[src/hw/rtl/tbps_pkg.sv]
// shared types and constants for the token bucket packet shaper
`timescale 1ns / 1ps

package tbps_pkg;

  // field widths
  localparam int RATE_W  = 16;
  localparam int SIZE_W  = 16;
  localparam int TOKEN_W = 34;
  localparam int SUM_W   = TOKEN_W + 1;
  localparam int CNT_W   = 64;

  // one Mbps is 131072 bytes per second, the cap is twice that
  localparam int REFILL_SHIFT = 17;
  localparam int CAP_SHIFT    = REFILL_SHIFT + 1;
  localparam int REFILL_W     = RATE_W + REFILL_SHIFT;

  // stream widths
  localparam int IN_TDATA_W  = SIZE_W;
  localparam int OUT_USED_W  = 1 + TOKEN_W + 4 * CNT_W;
  localparam int OUT_TDATA_W = ((OUT_USED_W + 7) / 8) * 8;
  localparam int OUT_PAD_W   = OUT_TDATA_W - OUT_USED_W;

  // item kinds
  localparam logic CMD_PACKET = 1'b0;
  localparam logic CMD_TICK   = 1'b1;

  typedef struct packed {
    logic              cmd;
    logic [SIZE_W-1:0] size;
  } item_t;

  typedef struct packed {
    logic               allowed;
    logic [TOKEN_W-1:0] tokens;
    logic [CNT_W-1:0]   sent_pkts;
    logic [CNT_W-1:0]   drop_pkts;
    logic [CNT_W-1:0]   sent_bytes;
    logic [CNT_W-1:0]   drop_bytes;
  } result_t;

  typedef struct packed {
    logic [RATE_W-1:0]  rate;
    logic [TOKEN_W-1:0] tokens;
  } bucket_stat_t;

endpackage

[src/hw/rtl/tbps_in_reg.sv]
// input register stage holding one accepted beat
`timescale 1ns / 1ps

module tbps_in_reg (
  input  logic            clk,
  input  logic            rst_n,
  input  logic            in_valid,
  input  tbps_pkg::item_t in_item,
  output logic            in_ready,
  input  logic            adv,
  output logic            s1_valid,
  output tbps_pkg::item_t s1_item
);
  import tbps_pkg::*;

  logic  valid_r, valid_nxt;
  item_t item_r;
  logic  load;

  // take a new beat when empty or when the held one moves on
  assign in_ready = !valid_r || adv;
  assign load     = in_valid && in_ready;

  always_comb begin
    valid_nxt = valid_r;
    if (load) begin
      valid_nxt = 1'b1;
    end else if (adv) begin
      valid_nxt = 1'b0;
    end
  end

  always_ff @(posedge clk) begin
    if (!rst_n) begin
      valid_r <= 1'b0;
    end else begin
      valid_r <= valid_nxt;
    end
  end

  // payload needs no reset
  always_ff @(posedge clk) begin
    if (load) begin
      item_r <= in_item;
    end
  end

  assign s1_valid = valid_r;
  assign s1_item  = item_r;

endmodule

[src/hw/rtl/tbps_bucket.sv]
// bucket state, rate register, counters and the admission decision
`timescale 1ns / 1ps

module tbps_bucket (
  input  logic                          clk,
  input  logic                          rst_n,
  input  logic                          cfg_wr_en,
  input  logic [tbps_pkg::RATE_W-1:0]   cfg_wr_data,
  input  logic                          fire,
  input  tbps_pkg::item_t               item,
  output tbps_pkg::result_t             result,
  output tbps_pkg::bucket_stat_t        stat
);
  import tbps_pkg::*;

  logic [RATE_W-1:0]   rate_r;
  logic [TOKEN_W-1:0]  tokens_r, tokens_nxt;
  logic [CNT_W-1:0]    sent_pkts_r, sent_pkts_nxt;
  logic [CNT_W-1:0]    drop_pkts_r, drop_pkts_nxt;
  logic [CNT_W-1:0]    sent_bytes_r, sent_bytes_nxt;
  logic [CNT_W-1:0]    drop_bytes_r, drop_bytes_nxt;
  logic                allowed;

  logic [REFILL_W-1:0] refill;
  logic [TOKEN_W-1:0]  cap;
  logic [TOKEN_W-1:0]  cfg_cap;
  logic [SUM_W-1:0]    sum;
  logic [TOKEN_W-1:0]  size_ext;
  logic [CNT_W-1:0]    size_cnt;

  // refill per tick and bucket cap are shifts of the rate
  assign refill   = {rate_r, {REFILL_SHIFT{1'b0}}};
  assign cap      = {rate_r, {CAP_SHIFT{1'b0}}};
  assign cfg_cap  = {cfg_wr_data, {CAP_SHIFT{1'b0}}};
  assign sum      = {1'b0, tokens_r} + {{(SUM_W-REFILL_W){1'b0}}, refill};
  assign size_ext = {{(TOKEN_W-SIZE_W){1'b0}}, item.size};
  assign size_cnt = {{(CNT_W-SIZE_W){1'b0}}, item.size};

  // admission decision and next state
  always_comb begin
    allowed        = 1'b0;
    tokens_nxt     = tokens_r;
    sent_pkts_nxt  = sent_pkts_r;
    drop_pkts_nxt  = drop_pkts_r;
    sent_bytes_nxt = sent_bytes_r;
    drop_bytes_nxt = drop_bytes_r;
    priority if (item.cmd == CMD_TICK) begin
      // saturating refill
      if (sum > {1'b0, cap}) begin
        tokens_nxt = cap;
      end else begin
        tokens_nxt = sum[TOKEN_W-1:0];
      end
    end else if (rate_r == '0) begin
      // unlimited: pass everything, touch nothing
      allowed = 1'b1;
    end else if (tokens_r >= size_ext) begin
      allowed        = 1'b1;
      tokens_nxt     = tokens_r - size_ext;
      sent_pkts_nxt  = sent_pkts_r + 64'd1;
      sent_bytes_nxt = sent_bytes_r + size_cnt;
    end else begin
      drop_pkts_nxt  = drop_pkts_r + 64'd1;
      drop_bytes_nxt = drop_bytes_r + size_cnt;
    end
  end

  // state update; a rate write refills the bucket
  always_ff @(posedge clk) begin
    if (!rst_n) begin
      rate_r       <= '0;
      tokens_r     <= '0;
      sent_pkts_r  <= '0;
      drop_pkts_r  <= '0;
      sent_bytes_r <= '0;
      drop_bytes_r <= '0;
    end else begin
      priority if (cfg_wr_en) begin
        rate_r   <= cfg_wr_data;
        tokens_r <= cfg_cap;
      end else if (fire) begin
        tokens_r     <= tokens_nxt;
        sent_pkts_r  <= sent_pkts_nxt;
        drop_pkts_r  <= drop_pkts_nxt;
        sent_bytes_r <= sent_bytes_nxt;
        drop_bytes_r <= drop_bytes_nxt;
      end
    end
  end

  // result fields show the state after this item
  assign result.allowed    = allowed;
  assign result.tokens     = tokens_nxt;
  assign result.sent_pkts  = sent_pkts_nxt;
  assign result.drop_pkts  = drop_pkts_nxt;
  assign result.sent_bytes = sent_bytes_nxt;
  assign result.drop_bytes = drop_bytes_nxt;

  assign stat.rate   = rate_r;
  assign stat.tokens = tokens_r;

endmodule

[src/hw/rtl/token_bucket_packet_shaper.sv]
// top level of the token bucket packet shaper
`timescale 1ns / 1ps

// Token bucket packet shaper.
// Input stream: in_tuser is the item kind (0 packet request, 1 one-second
// refill tick), in_tdata[15:0] the packet size in bytes.
// Output stream: one beat per input beat, in order, carrying the verdict,
// the tokens left and the four wrapping sent/dropped counters.
// Configuration: cfg_wr_en with cfg_wr_data writes the rate in Mbps and
// fills the bucket to twice rate*131072 bytes; a rate of zero is unlimited.
// Write the rate only while no beat is in flight.
// Path: two register stages, the input register and the result register; the
// decision, the saturating refill and the 64-bit counter adds all settle
// between the two registers. Throughput: one beat per cycle unless the
// receiver stalls (out_tready low).
// Reset (rst_n low, synchronous): both stages empty, rate zero, bucket and
// counters zero.
// When the receiver stalls, the result register holds its beat and the
// input register still takes one more beat if it is empty; after that in_tready drops.
module token_bucket_packet_shaper (
  input  logic                               clk,
  input  logic                               rst_n,
  // input stream
  input  logic                               in_tvalid,
  output logic                               in_tready,
  input  logic [tbps_pkg::IN_TDATA_W-1:0]    in_tdata,   // packet_bytes[15:0]
  input  logic                               in_tuser,   // cmd
  // result stream
  output logic                               out_tvalid,
  input  logic                               out_tready,
  // allowed[0], tokens_left[34:1], sent_packets[98:35],
  // dropped_packets[162:99], sent_bytes[226:163], dropped_bytes[290:227],
  // zero pad[295:291]
  output logic [tbps_pkg::OUT_TDATA_W-1:0]   out_tdata,
  // configuration
  input  logic                               cfg_wr_en,
  input  logic [tbps_pkg::RATE_W-1:0]        cfg_wr_data
);
  import tbps_pkg::*;

  item_t        in_item;
  item_t        s1_item;
  logic         s1_valid;
  logic         s1_adv;
  result_t      res;
  result_t      out_res_r;
  logic         out_valid_r, out_valid_nxt;
  bucket_stat_t stat;

  assign in_item.cmd  = in_tuser;
  assign in_item.size = in_tdata[SIZE_W-1:0];

  // stage one moves on when the result register is free or draining
  assign s1_adv = s1_valid && (!out_valid_r || out_tready);

  tbps_in_reg u_in_reg (
    .clk      (clk),
    .rst_n    (rst_n),
    .in_valid (in_tvalid),
    .in_item  (in_item),
    .in_ready (in_tready),
    .adv      (s1_adv),
    .s1_valid (s1_valid),
    .s1_item  (s1_item)
  );

  tbps_bucket u_bucket (
    .clk         (clk),
    .rst_n       (rst_n),
    .cfg_wr_en   (cfg_wr_en),
    .cfg_wr_data (cfg_wr_data),
    .fire        (s1_adv),
    .item        (s1_item),
    .result      (res),
    .stat        (stat)
  );

  // result register
  always_comb begin
    out_valid_nxt = out_valid_r;
    if (s1_adv) begin
      out_valid_nxt = 1'b1;
    end else if (out_tready) begin
      out_valid_nxt = 1'b0;
    end
  end

  always_ff @(posedge clk) begin
    if (!rst_n) begin
      out_valid_r <= 1'b0;
    end else begin
      out_valid_r <= out_valid_nxt;
    end
  end

  always_ff @(posedge clk) begin
    if (s1_adv) begin
      out_res_r <= res;
    end
  end

  // pack result beat, first field lowest
  assign out_tvalid = out_valid_r;
  assign out_tdata  = {{OUT_PAD_W{1'b0}},
                       out_res_r.drop_bytes,
                       out_res_r.sent_bytes,
                       out_res_r.drop_pkts,
                       out_res_r.sent_pkts,
                       out_res_r.tokens,
                       out_res_r.allowed};

  // bucket never holds more than its cap
  a_tokens_capped: assert property (@(posedge clk) disable iff (!rst_n)
    stat.tokens <= {stat.rate, {CAP_SHIFT{1'b0}}})
    else $error("token count above bucket cap");

  // input only stalls when the result register is full
  a_stall_only_when_full: assert property (@(posedge clk) disable iff (!rst_n)
    !in_tready |-> out_tvalid)
    else $error("input stalled with empty result register");

  // a tick never yields an admitted verdict
  a_tick_not_allowed: assert property (@(posedge clk) disable iff (!rst_n)
    (s1_adv && s1_item.cmd == CMD_TICK) |=> !out_tdata[0])
    else $error("tick produced allowed verdict");

endmodule
[config.mk]
export PLATFORM = sky130hd
export DESIGN_NAME = token_bucket_packet_shaper
export DESIGN_NICKNAME = d
export VERILOG_FILES = /design/src/hw/rtl/tbps_pkg.sv /design/src/hw/rtl/tbps_in_reg.sv /design/src/hw/rtl/tbps_bucket.sv /design/src/hw/rtl/token_bucket_packet_shaper.sv
export SDC_FILE = /design/constraint.sdc
export NUM_CORES = 1
export LEC_CHECK = 0
export ABC_AREA = 1
export BUFFER_PORTS_ARGS = -buffer_cell sky130_fd_sc_hd__buf_2
export CORE_UTILIZATION = 30
export CTS_BUF_LIST = sky130_fd_sc_hd__clkbuf_8
export CTS_CLUSTER_DIAMETER = 150
export DETAILED_ROUTE_END_ITERATION = 16
export PLACE_DENSITY_LB_ADDON = 0.25
export RECOVER_POWER = 50
export SYNTH_ARGS = -nofsm -noshare
export SYNTH_HDL_FRONTEND = slang
export SYNTH_HIERARCHICAL = 1
export SYNTH_SLANG_ARGS = --single-unit
[constraint.sdc]
create_clock -name clk -period 55.8 [get_ports clk]
set_input_delay 2.79 -clock clk [delete_from_list [all_inputs] [get_ports clk]]
set_output_delay 2.79 -clock clk [all_outputs]
set_load 0.005 [all_outputs]
==> flow_metrics.py, run 1 <==
metrics = {
    "worst_setup_path": {
        "cp-end-kind": "register",
        "r2r_start": "u_in_reg/s1_valid$_SDFFE_PN0P_",
        "worstPathArrival_ns": 11.11,
        "cp-start-kind": "primary input",
        "reg2reg_slack_ns": 46.52,
        "slowest_delay_ns": 5.82,
        "critical_path_class": "in2reg",
        "critPathRequiredTime_ns": 55.94,
        "r2r-end": "out_tdata[53]$_DFFE_PP_",
        "cp_slowest_cell": "clkbuf_1",
        "crit_fanout": 144,
        "crit_path_frequent_cell": "clkbuf_1",
        "reg2reg_depth": 4,
        "path_cells": "buf_2 > inv_1 > a21oi_1 > clkbuf_1 > clkbuf_1",
    },
    "synth": {
        "syn_area_um2": 33800,
        "synth.distinct_cells": 59,
        "synth_ff_type": "edfxtp_1",
        "syn_inst": 4318,
        "synth-adder-area-share_pct": 3.28,
        "synth_top_family_by_area": "simple AND/OR/NAND/NOR gates",
        "synth_xor_area_share_pct": 6.02,
        "muxShareOfSynthArea_pct": 0,
        "synth_simple_gate_area_share_pct": 22.2,
        "synth_compound_area_share_pct": 12.7,
        "yosys_warnings": 6,
        "postSynth.asyncResetShare_pct": 0,
        "synth.ff_latch_count": 616,
        "postSynthAreaPerCell_um2": 7.82,
        "synth-seq-area-share_pct": 45.6,
        "synth-edff-count": 308,
    },
    "power": {
        "seq_power_share_pct": 46.6,
        "pwr-share-clk_pct": 39.3,
        "p_int_uw": 805,
        "p_leak_nw": 16.9,
        "ir_drop_v": 0.0000177,
        "p_sw_uw": 345,
        "swShare_pct": 30.0,
        "combPwrFrac_pct": 14.1,
        "p_per_area_nw_per_um2": 29.7,
    },
    "sta": {
        "tightest_slew_ns": 8.24,
        "fin_ws_ns": 44.83,
        "setup_tns_ns": 0,
        "slew_violations": 551,
        "setup_viol": 0,
        "slew_headroom_pct": -449,
        "hold_ws_ns": 0.487,
        "fmax_mhz": 91.1,
        "period_needed_ns": 10.97,
        "grt_setup_unrepaired": "false",
        "hold_viol": 0,
        "fin_skew_ns": 0.0431,
        "period_share_pct": 19.7,
    },
    "global_routing": {
        "grt_pass1_vias": 27800,
        "gr-usage-all-layers_pct": 18.8,
        "grt-ovfl-total": 0,
        "grt_max_degree": 173,
        "antenna_found_initial": 3,
        "grt_first_pass_wirelength_um": 165000,
    },
    "placed_design": {
        "dp.cells": 6007,
        "portBuffers": 330,
        "gp_congestion": 0.887,
        "dp_hpwl_um": 78100,
        "post-place-ws_ns": 49.66,
    },
    "clock_tree": {
        "clk_pin_slew_ns": 0.06,
        "post_cts_buffers": 0,
        "clockRootBuffer": "clkbuf_8",
        "h-tree-depth": 3,
        "cts_sinks": 616,
        "cts_buffers": 111,
        "cts_tree": "done",
        "postCtsHoldBufs": 0,
        "cts_resized": 0,
        "cts_buffer_depth": 3,
        "worstSkewPairLatency_ns": 0.79,
    },
    "detailed_routing": {
        "wl_per_cell_um": 17.6,
        "drt_iter0_drc": 2205,
        "detail-route-antenna-nets": 0,
        "first_pass_iters": 6,
        "avgViaCountPerCell": 4.74,
        "vias": 29400,
        "wirelength_um": 109000,
        "route.detailed.drc": 0,
    },
    "floorplan": {
        "ios": 336,
        "die_area_um2": 114000,
        "placementRows": 122,
        "die_h_um": 338,
        "die_x_um": 338,
        "initial_core_util_pct": 30.4,
        "core-area_um2": 111000,
    },
    "cells_and_area": {
        "final_core_util_pct": 34.9,
        "n_fill_cell": 12000,
        "seq_area_um2": 15400,
        "fin_cells": 6218,
        "multiInputGateArea_um2": 14800,
        "nets": 4756,
        "mostFrequentLayoutCell": "inv_1",
        "layout_common_cells": "inv_1 (753), nand2_1 (740), nor2_1 (417)",
        "syn2layout_area_growth_pct": 14.7,
        "drive_gt1_share_pct": 8.88,
    },
    "status": {
        "status": "finished with violations",
        "violations": "max-capacitance violations, max-slew violations",
    },
    "worst_hold_path": {
        "hold_end": "out_tvalid$_SDFFE_PN0P_",
        "min-delay-start": "out_tvalid$_SDFFE_PN0P_",
        "hold_depth": 2,
        "min_path_type": "reg2reg",
    },
    "job": {
        "drv_cap": 10,
    },
}
==> per-stage QoR <==
step | instance area (um^2) | total power [mW]
global route | 38700 | 1.21
global placement | 36800 | 0.707
CTS | 39100 | 1.17
floorplan | 33800 | 0.651
detailed placement | 36800 | 0.707
finish | 38700 | 1.15
==> power by group through the flow <==
stage / sequential (mW) / combinational, mW / clock (mW)
floorplan: 0.543 / 0.107 / 0
global placement: 0.543 / 0.163 / 0
detailed placement: 0.542 / 0.165 / 0
CTS: 0.534 / 0.166 / 0.470
global route: 0.539 / 0.183 / 0.486
finish: 0.536 / 0.162 / 0.452
==> worst max path at each step <==
| stage | depth (start not counted) | endpoint | startpoint | slack (ns) |
|---|---|---|---|---|
| 6_report | 5 | out_tdata[53]$_DFFE_PP_ | out_tready | 44.83 |
| 5_1_grt | 5 | out_tdata[53]$_DFFE_PP_ | out_tready | 43.83 |
| 4_1_cts | 6 | in_tready | out_tready | 49.65 |
| 3_5_place_dp | 6 | in_tready | out_tready | 49.66 |
| 3_3_place_gp | 6 | in_tready | out_tready | 49.65 |
| 2_1_floorplan | 10 | u_bucket/drop_bytes_r[48]$_SDFFE_PN0P_ | out_tready | 33.00 |
==> routing by layer <==
metal	up-vias	track usage, %	wire length (um)
li1	14800	-	-
met5	-	0	8
met1	13700	26.7	52000
met2	840	29.3	47900
met4	2	5.74	2610
met3	140	3.00	6630
==> cell families (layout without fill, tap and decap cells) <==
group,Yosys count,count (layout)
AND/OR/NAND/NOR,1679,1679
AO/OA/AOI/OAI,811,811
adder cells (fa/ha/maj),86,86
buffers and inverters,893,1300
XOR/XNOR,232,232
other,1,6
flip-flops,616,616
==> registers in the layout, indices dropped and copies added (netlist names) <==
name / cells
out_tdata: 291
out_tvalid: 1
u_bucket/drop_bytes_r: 64
u_bucket/drop_pkts_r: 64
u_bucket/rate_r: 16
u_bucket/sent_bytes_r: 64
u_bucket/sent_pkts_r: 64
u_bucket/tokens_r: 34
u_in_reg/s1_item: 17
u_in_reg/s1_valid: 1
==> worst max-delay path, delay by kind of cell <==
family                 cells  cell delay, ns
AO/OA/AOI/OAI              1            0.33
buffers and inverters      4            7.74
==> area by class of cell <==
type / instances / area share [%]
timing repair buffer: 346 / 4.07
sequential: 616 / 39.8
inverter: 744 / 7.23
clock inverter: 97 / 1.97
antenna: 1 / 0.00646
tap: 1488 / 4.81
multi-input combinational: 2813 / 38.1
clock buffer: 113 / 4.02
==> cell usage after synthesis, types with 4 or more instances <==
cell / instances / area [um^2]
nand3b_1: 4 / 30.0
buf_2: 14 / 70.1
a21oi_1: 314 / 1570
nor2_1: 408 / 1530
fa_1: 4 / 80.1
xnor2_1: 23 / 201
nor3b_1: 4 / 30.0
nor2_2: 18 / 113
and3_1: 4 / 25.0
nor3_1: 107 / 536
nand3_2: 6 / 60.1
nor3_2: 9 / 90.1
o22ai_1: 17 / 106
a31oi_1: 7 / 43.8
o21bai_1: 10 / 75.1
o21ai_1: 83 / 415
buf_6: 4 / 45.0
inv_2: 14 / 52.6
buf_4: 14 / 105
inv_1: 727 / 2730
dfxtp_1: 308 / 6170
nand2_2: 11 / 68.8
nor4_1: 33 / 206
a21oi_2: 4 / 35.0
nor3_4: 5 / 81.3
ha_1: 82 / 1030
a21o_1: 10 / 75.1
clkbuf_1: 111 / 417
nor2_4: 5 / 56.3
a21boi_0: 19 / 143
edfxtp_1: 308 / 9250
nand2_1: 736 / 2760
o211ai_1: 10 / 75.1
nand4_1: 104 / 651
buf_1: 6 / 22.5
nand3_1: 199 / 996
or2_2: 12 / 75.1
xor2_1: 209 / 1830
o21ai_0: 325 / 1630
Note: power is estimated with default switching activity, not from simulation.
==> run 2: changes to the inputs <==
- ABC_AREA: 1 -> 0
- clock period: 55.8 -> 11.2 ns (I/O delays scaled with it)
==> run 2 against run 1 <==
Net effect:
- the run still ends with max-capacitance violations, max-slew violations left
- clock skew increased by 0.0078 ns
- combinational power increased to 3.3 times the previous value
- routed wire length decreased by 15%
- clock-buffer cell count increased by 3
- sequential share of layout area increased by 2.3 points
- flip-flop and latch count unchanged
- clock power increased to 4.7 times the previous value
- non-clock buffer count increased by 41
- global-route usage decreased by 1.8 points
- largest cell class unchanged
- highest routed layer unchanged
==> flow_metrics.py, run 2 <==
metrics = {
    "worst_setup_path": {
        "cp-start-kind": "register",
        "cp-end-kind": "register",
        "critPathBufInv": 2,
        "reg2reg_depth": 8,
        "worst-path-stages": 8,
        "critical_path_class": "reg2reg",
        "path_cells": "nor2b_1 > nor2b_1 > clkbuf_1 > clkbuf_1 > and3_1 > and3_1 > o41ai_1 > and3_1",
        "crit_fanout": 59,
        "reg2reg_slack_ns": 5.12,
        "slowest_delay_ns": 2.28,
        "critPathRequiredTime_ns": 11.85,
        "critPathTopFamily": "buffers and inverters",
        "cp_slowest_cell": "clkbuf_1",
        "crit_path_frequent_cell": "and3_1",
        "worstPathArrival_ns": 6.73,
    },
    "synth": {
        "postSynthAreaPerCell_um2": 9.74,
        "postSynth.asyncResetShare_pct": 0,
        "synth_ff_type": "edfxtp_1",
        "yosys.area.top_type_share_pct": 29.5,
        "synthTopCellsByArea": "edfxtp_1 (30%), dfxtp_1 (20%), xnor2_1 (7.4%), xor2_1 (5.1%), nor2_1 (4.2%)",
        "post-synth-top-count-cell": "nor2_1",
        "syn_inst": 3215,
        "synthTopCellsByCount": "nor2_1 (354), nand2_1 (345), dfxtp_1 (308), edfxtp_1 (308), xnor2_1 (263)",
        "synth-edff-count": 308,
        "syn_area_um2": 31300,
        "synth.ff_latch_count": 616,
        "yosys_warnings": 6,
        "synth-seq-area-share_pct": 49.2,
        "synth.distinct_cells": 94,
        "yosys.area.top_type": "edfxtp_1",
    },
    "placed_design": {
        "portBuffers": 330,
        "dp.cells": 4807,
        "gp_congestion": 0.875,
        "dp_hpwl_um": 64200,
    },
    "cells_and_area": {
        "nets": 3691,
        "layout_common_cells": "nor2_1 (351), nand2_1 (344), edfxtp_1 (308), dfxtp_1 (308), xnor2_1 (263)",
        "fin_cells": 5048,
        "syn2layout_area_growth_pct": 17.0,
        "largest_reg_flops": 291,
        "drive_gt1_share_pct": 11.1,
        "final_core_util_pct": 35.4,
        "mostFrequentLayoutCell": "nor2_1",
    },
    "floorplan": {
        "core-area_um2": 103000,
        "ios": 336,
        "initial_core_util_pct": 30.3,
        "placementRows": 118,
        "die_area_um2": 106000,
        "die_h_um": 325,
        "die_x_um": 325,
    },
    "detailed_routing": {
        "vias": 24500,
        "route.detailed.drc": 0,
        "wl_per_cell_um": 18.3,
        "detail-route-antenna-nets": 0,
        "wirelength_um": 92300,
        "first_pass_iters": 5,
        "drt_iter0_drc": 1483,
        "avgViaCountPerCell": 4.85,
    },
    "clock_tree": {
        "cts_buffer_depth": 3,
        "clockRootBuffer": "clkbuf_8",
        "cts_sinks": 616,
        "post_cts_buffers": 0,
        "clk_pin_slew_ns": 0.06,
        "cts_resized": 0,
        "h-tree-depth": 3,
        "cts_buffers": 111,
        "worstSkewPairLatency_ns": 0.77,
        "cts_tree": "done",
    },
    "global_routing": {
        "grt-ovfl-total": 0,
        "grt_max_degree": 138,
        "antenna_found_initial": 2,
        "grt_first_pass_wirelength_um": 141000,
        "gr-usage-all-layers_pct": 17.1,
        "grt_pass1_vias": 23700,
    },
    "sta": {
        "period_share_pct": 54.3,
        "slew_violations": 219,
        "hold_viol": 0,
        "tightest_slew_ns": 3.73,
        "setup_tns_ns": 0,
        "fmax_mhz": 165,
        "grt_setup_unrepaired": "false",
        "hold_ws_ns": 0.119,
        "fin_skew_ns": 0.0509,
        "period_needed_ns": 6.08,
        "slew_headroom_pct": -148,
        "setup_viol": 0,
    },
    "status": {
        "violations": "max-capacitance violations, max-slew violations",
        "status": "finished with violations",
    },
    "worst_hold_path": {
        "hold_depth": 3,
        "min_path_type": "in2reg",
    },
    "power": {
        "ir_drop_v": 0.0000819,
        "total_power_mw": 5.21,
        "p_leak_nw": 13.6,
        "p_per_area_nw_per_um2": 142,
    },
    "job": {
        "drv_cap": 4,
    },
}
run 2: cell count changes after synthesis, sizes merged, moves of 58 or more:
cell	previous run	this run
or3	0	58
nand2	751	345
nor2	432	355
xnor2	23	263
and3	4	71
o21ai	408	83
inv	741	80
a21oi	318	125
run 2: routing by layer:
layer | wire, um | global-route usage (%) | vias up | part of all wire [%]
li1 | - | - | 12100 | -
met1 | 44800 | 23.9 | 11700 | 48
met2 | 41700 | 27.0 | 517 | 45
met3 | 3820 | 2.63 | 119 | 4.1
met4 | 2020 | 5.34 | 2 | 2.2
met5 | 10 | 0 | - | 0.011
run 2: layout make-up:
cell class,instances,area (um^2)
repair buffers,387,1970
clock buffers,116,1600
fillers,10700,66900
multi-input cells,2370,15000
inverters,81,312
diodes,2,5.00
flip-flops and latches,616,15400
clock inverters,96,617
well taps,1380,1730
run 2: path summary, 6_finish.rpt:
path                                                            start                               endpoint
worst max register to register                out_tvalid$_SDFFE_PN0P_     u_bucket/tokens_r[32]$_SDFFE_PN0P_
worst min-delay path                                       out_tready                out_tvalid$_SDFFE_PN0P_
worst min register to register  u_bucket/sent_bytes_r[7]$_SDFFE_PN0P_  u_bucket/sent_bytes_r[7]$_SDFFE_PN0P_
worst max-delay path                          out_tvalid$_SDFFE_PN0P_     u_bucket/tokens_r[32]$_SDFFE_PN0P_
run 2: what timing repair did:
action	CTS	global route
endpoints found under the setup margin	0	0
hold buffers	27	0
hold endpoints to repair	27	0
run 2: worst reg2reg max path, stage by stage (launching register included):
cell and delay, ns:
dfxtp_1 0.31, nor2b_1 0.14, nor2b_1 0.69, clkbuf_1 1.70
clkbuf_1 2.32, and3_1 0.40, and3_1 0.16, o41ai_1 0.07
and3_1 0.18
run 2: per-stage QoR:
step                      setup slack [ns]  area [um^2]
after floorplan                     0.0763        31300
after global placement                6.03        34400
after detailed placement              5.96        34400
after CTS                             5.94        36900
after global routing                  4.54        36600
final                                 5.12        36600
run 2: power breakdown:
part	internal (mW)	switching, mW	total [mW]
combinational	0.192	0.344	0.536
sequential	2.47	0.0640	2.54
clock	1.13	1.00	2.13
run 2: cell families (layout without fill, tap and decap cells):
| group | Yosys count | in the layout | share of synthesized area, % |
|---|---|---|---|
| xor gates and xnor gates | 446 | 446 | 12.5 |
| adders and majority gates | 86 | 86 | 3.53 |
| buffers and inverters | 233 | 680 | 2.96 |
| muxes | 57 | 57 | 1.83 |
| AOI/OAI and AO/OA | 396 | 396 | 8.39 |
| other | 1 | 7 | 0.0120 |
| and+or+nand+nor | 1380 | 1380 | 21.6 |
| DFF | 616 | 616 | 49.2 |
